==> config.mk <==
export PLATFORM = sky130hd
export DESIGN_NAME = tpc_controller
export DESIGN_NICKNAME = d
export VERILOG_FILES = /design/src/sv/tpc_pkg.sv /design/src/sv/tpc_controller.sv
export SDC_FILE = /design/constraint.sdc
export NUM_CORES = 1
export LEC_CHECK = 0
export ABC_AREA = 1
export BUFFER_PORTS_ARGS = -buffer_cell sky130_fd_sc_hd__buf_4
export CAP_MARGIN = 10
export CELL_PAD_IN_SITES_DETAIL_PLACEMENT = 0
export CELL_PAD_IN_SITES_GLOBAL_PLACEMENT = 1
export CORE_MARGIN = 1.5
export CORE_UTILIZATION = 23
export DETAILED_ROUTE_END_ITERATION = 12
export GPL_ROUTABILITY_DRIVEN = 0
export MAX_ROUTING_LAYER = met4
export PLACE_DENSITY = 0.82
export SKIP_LAST_GASP = 1
export SYNTH_ARGS = -nofsm -noshare
export SYNTH_HDL_FRONTEND = slang
export SYNTH_SLANG_ARGS = --single-unit
==> constraint.sdc <==
create_clock -name clock -period 1.6 [get_ports clock]
set_input_delay 0.32 -clock clock [delete_from_list [all_inputs] [get_ports clock]]
set_output_delay 0.32 -clock clock [all_outputs]
set_load 0.03 [all_outputs]
==> src/sv/tpc_pkg.sv <==
// ----------------------------------------------------------------------------
// tpc_pkg
// Word types, operation and status codes, and controller/datapath interface
// structs for the trie prefix counter.
// ----------------------------------------------------------------------------
`default_nettype none

package tpc_pkg;

   localparam logic [1:0] OP_INSERT = 2'd0;
   localparam logic [1:0] OP_QUERY  = 2'd1;
   localparam logic [1:0] OP_CLEAR  = 2'd2;

   localparam logic [1:0] STATUS_OK   = 2'd0;
   localparam logic [1:0] STATUS_MISS = 2'd1;
   localparam logic [1:0] STATUS_FULL = 2'd2;

   localparam int                       COUNT_OUT_BITS = 16;
   localparam logic [COUNT_OUT_BITS-1:0] COUNT_OUT_MAX = '1;

   typedef struct packed {
      logic [1:0] operation;
      logic [4:0] letter;
      logic       last_letter;
   } req_word_type;

   typedef struct packed {
      logic [COUNT_OUT_BITS-1:0] word_count;
      logic [1:0]                status;
   } rsp_word_type;

   typedef struct packed {
      logic accept;
      logic start_clear;
      logic sweep_step;
      logic alloc;
      logic set_full;
      logic set_missed;
      logic advance;
      logic cnt_read;
      logic cnt_write;
      logic final_read;
      logic emit;
   } tpc_cmd_type;

   typedef struct packed {
      logic [1:0] req_op;
      logic       item_insert;
      logic       item_last;
      logic       halted;
      logic       letter_bad;
      logic       kid_zero;
      logic       table_full;
      logic       sweep_last;
      logic       rsp_free;
   } tpc_stat_type;

endpackage

`default_nettype wire

==> src/sv/tpc_controller.sv <==
// ----------------------------------------------------------------------------
// tpc_controller
// Sequencer for letter steps, result hand-off and the clearing sweep.
// ----------------------------------------------------------------------------
`default_nettype none

module tpc_controller (
   input  wire                          clock,
   input  wire                          reset,
   input  wire                          req_valid,
   output logic                         req_stall,
   input  wire  tpc_pkg::tpc_stat_type  stat,
   output tpc_pkg::tpc_cmd_type         cmd
);

   localparam logic [2:0] ST_IDLE   = 3'd0;
   localparam logic [2:0] ST_DECIDE = 3'd1;
   localparam logic [2:0] ST_CNTUPD = 3'd2;
   localparam logic [2:0] ST_FINAL  = 3'd3;
   localparam logic [2:0] ST_EMIT   = 3'd4;
   localparam logic [2:0] ST_CLEAR  = 3'd5;

   logic [2:0] state_ff, state_in;
   logic [2:0] after_step;

   assign after_step = stat.item_last ? ST_FINAL : ST_IDLE;
   assign req_stall  = state_ff != ST_IDLE;

   always_comb begin
      cmd      = '0;
      state_in = state_ff;
      unique case (state_ff)
         ST_IDLE: begin
            if (req_valid) begin
               cmd.accept = 1'b1;
               priority if (stat.req_op == tpc_pkg::OP_CLEAR) begin
                  cmd.start_clear = 1'b1;
                  state_in        = ST_CLEAR;
               end else if (stat.req_op == tpc_pkg::OP_INSERT ||
                            stat.req_op == tpc_pkg::OP_QUERY) begin
                  state_in = ST_DECIDE;
               end else begin
                  state_in = ST_IDLE;
               end
            end
         end
         ST_DECIDE: begin
            state_in = after_step;
            if (stat.item_insert) begin
               priority if (stat.halted || stat.letter_bad) begin
                  state_in = after_step;
               end else if (stat.kid_zero) begin
                  cmd.set_full = stat.table_full;
                  cmd.alloc    = !stat.table_full;
               end else begin
                  cmd.cnt_read = 1'b1;
                  state_in     = ST_CNTUPD;
               end
            end else begin
               priority if (stat.halted) begin
                  state_in = after_step;
               end else if (stat.letter_bad || stat.kid_zero) begin
                  cmd.set_missed = 1'b1;
               end else begin
                  cmd.advance = 1'b1;
               end
            end
         end
         ST_CNTUPD: begin
            cmd.cnt_write = 1'b1;
            state_in      = after_step;
         end
         ST_FINAL: begin
            cmd.final_read = 1'b1;
            state_in       = ST_EMIT;
         end
         ST_EMIT: begin
            if (stat.rsp_free) begin
               cmd.emit = 1'b1;
               state_in = ST_IDLE;
            end
         end
         ST_CLEAR: begin
            cmd.sweep_step = 1'b1;
            if (stat.sweep_last) begin
               state_in = ST_IDLE;
            end
         end
         default: begin
            state_in = ST_IDLE;
         end
      endcase
   end

   always_ff @(posedge clock) begin
      if (reset) begin
         state_ff <= ST_CLEAR;
      end else begin
         state_ff <= state_in;
      end
   end

endmodule

`default_nettype wire

==> out/qor.csv <==
stage,metric,value,unit
synth,ys_seq_elements,3,
timing,slew_violations,0,
timing,post-route-period-util,95.3,%
floorplan,fp.dieW,40.0,um
layout,nNetsFinal,101,
cts,cts_root_buffer,clkbuf_4,
floorplan,die_y,40.0,um
cts,cts.hold.buffers_added,0,
global_route,antenna_found_initial,0,
detailed_routing,wirelength,848,um
cts,cts_tree,yes,
power,leakage,0.312,nW
placement,pre_cts_slack,130,ps
timing,worst_slack,75.4,ps
layout,multiInputGateArea,228,um^2
detailed_routing,drc,0,
status,status,"complete, no violations",
power,powerDensity,700,nW/um^2
global_route,grt_util_all_layers,12.8,%
timing,max_freq,656,MHz
min_path,hold_path_depth,2,
timing,skew,0.893,ps
run,cap_viol_max_count,0,
synth,synth_area_leaders,"dfxtp_1, nor2_1, nand2_1",
timing,rsz0062_at_grt,yes,
floorplan,ioPinCount,25,
timing,setup_tns,0,ps
cts,clock_latency,230,ps
detailed_routing,wl_per_cell,8.31,um
synth,yosysUniqueCellTypes,12,
detailed_routing,drt_first_pass_iters,2,
cts,postCtsSetupBuffers,0,
synth,syn_area_per_cell,5.44,um^2
synth,syn-instance-count,58,
power,irDropWorstVdd,0.510,mV
power,power,0.000399,W
layout,n_fill_cell,142,
synth,synthesis.nets,71,
layout,largest_reg_flops,3,
detailed_routing,drt_iter0_drc,3,
timing,finalHoldViolCount,0,
global_route,grt_pass1_wl,1350,um
layout,drive_gt1_share,48.3,%
layout,register_area,63.8,um^2
global_route,grt_start_max_net_pins,8,
timing,tightest_slew,262,ps
floorplan,core_area,1280,um^2
cts,cts.reportedPaths.clkPinSlew,30,ps
detailed_routing,via_per_inst,4.49,
synth,yosys_warnings,0,
worst_setup_path,worstRegToRegCells,7,
floorplan,die-area,1600,um^2
synth,synth_top_cell_by_area,dfxtp_1,
layout,antennaDiodeCount,0,
worst_setup_path,cp-end-kind,primary output,
cts,cts.repair.resized,4,
cts,cts_max_path_buffers,2,
placement,postPlaceCellArea,527,um^2
placement,hpwl,703,um
cts,cts_sinks,3,
worst_setup_path,cp_max_fo,5,
layout,regMostFlops,state_ff,
floorplan,initial_core_util,24.5,%
synth,yosysSeqAreaShare,19.0,%
global_route,grt_overflow_total,0,
placement,portBuffers,24,
synth,netlist_area,315,um^2
cts,cts_made_buffers,3,
timing,setup_violations,0,
timing,relSlewSlack,82.4,%
detailed_routing,vias,458,
synth,synth_top_area_share,19.0,%
timing,min_period,1520,ps
min_path,hold_path.class,in2reg,
worst_setup_path,reg2reg_slack,530,ps
global_route,first_global_vias,386,
layout,area_growth,80.6,%
layout,reg_top3,state_ff: 3 flops,
detailed_routing,ant_nets,0,
cts,htreeDepth,1,
worst_setup_path,required,1280,ps
layout,postLayoutCellArea,569,um^2
worst_setup_path,worstSetupStartpointType,flop,
floorplan,rows,13,
worst_setup_path,crit_type,reg2out,
worst_setup_path,arrival,1200,ps
layout,fin_util,44.3,%
==> worst max-delay path, cell delays in order (launching register included) <==
cell	delay (ps)
dfxtp_2	330
inv_2	70
nand2_2	60
nor2_4	110
nand3_1	120
nor3_2	110
buf_4	180
==> through the flow <==
stage / cells / hold slack (ps)
2_1_floorplan: 58 / 392
3_3_place_gp: 98 / 502
3_5_place_dp: 98 / 501
4_1_cts: 102 / 259
5_1_grt: 102 / 266
6_report: 102 / 262
==> cells in the final DEF, fill, tap and decap left out, types with 2 or more instances in the layout <==
master    instances
nor2_1           13
nand2_2           2
nand4_1           2
nand3_1           7
nor4_2            2
dfxtp_2           3
inv_1             9
clkbuf_4          3
buf_4            25
inv_2             3
nor2_4            2
nand2_1          11
==> power by group <==
group / leakage (nW) / switching [W] / internal [W] / total [W]
Combinational: 0.272 / 0.000100 / 0.0000691 / 0.000169
Sequential: 0.0251 / 0.0000147 / 0.0000858 / 0.000100
Clock: 0.0150 / 0.0000355 / 0.0000932 / 0.000129
Total: 0.312 / 0.000151 / 0.000248 / 0.000399
==> Yosys cell counts <==
library cell and number:
nor3_1 2, dfxtp_1 3, inv_1 10, nand2_2 2, nand2_1 11, inv_2 2
nor4_1 3, nor2_1 13, nand3_1 7, nor2_4 2, nand4_1 2, o21ai_2 1
==> logic make-up after synthesis <==
group	after synthesis	share of synthesized area, %
AOI/OAI and AO/OA	1	2.78
and+or+nand+nor	42	63.9
DFF	3	19.0
buffers and inverters	12	14.3
==> metal layers <==
| metal | share of wire (%) | GRT usage [%] | vias up |
|---|---|---|---|
| li1 | - | - | 241 |
| met1 | 41 | 11.6 | 202 |
| met2 | 51 | 24.6 | 15 |
| met3 | 8.0 | 5.00 | 0 |
| met4 | 0 | 2.59 | 0 |
| met5 | 0 | - | - |
==> worst paths after layout <==
| kind | from | end |
|---|---|---|
| min | reset | state_ff[1]$_SDFFE_PP0P_ |
| max reg2reg | state_ff[0]$_SDFFE_PP1P_ | state_ff[2]$_SDFFE_PP1P_ |
| min reg2reg | state_ff[1]$_SDFFE_PP0P_ | state_ff[2]$_SDFFE_PP1P_ |
| max | state_ff[1]$_SDFFE_PP0P_ | cmd[7] |
==> cell type report <==
class,count,share of cell area [%]
clock buffer,4,4.62
inverter,12,7.91
multi-input combinational,43,40.0
sequential,3,11.2
tap,15,3.30
timing repair buffer,25,33.0
Note: power is estimated with default switching activity, not from simulation.
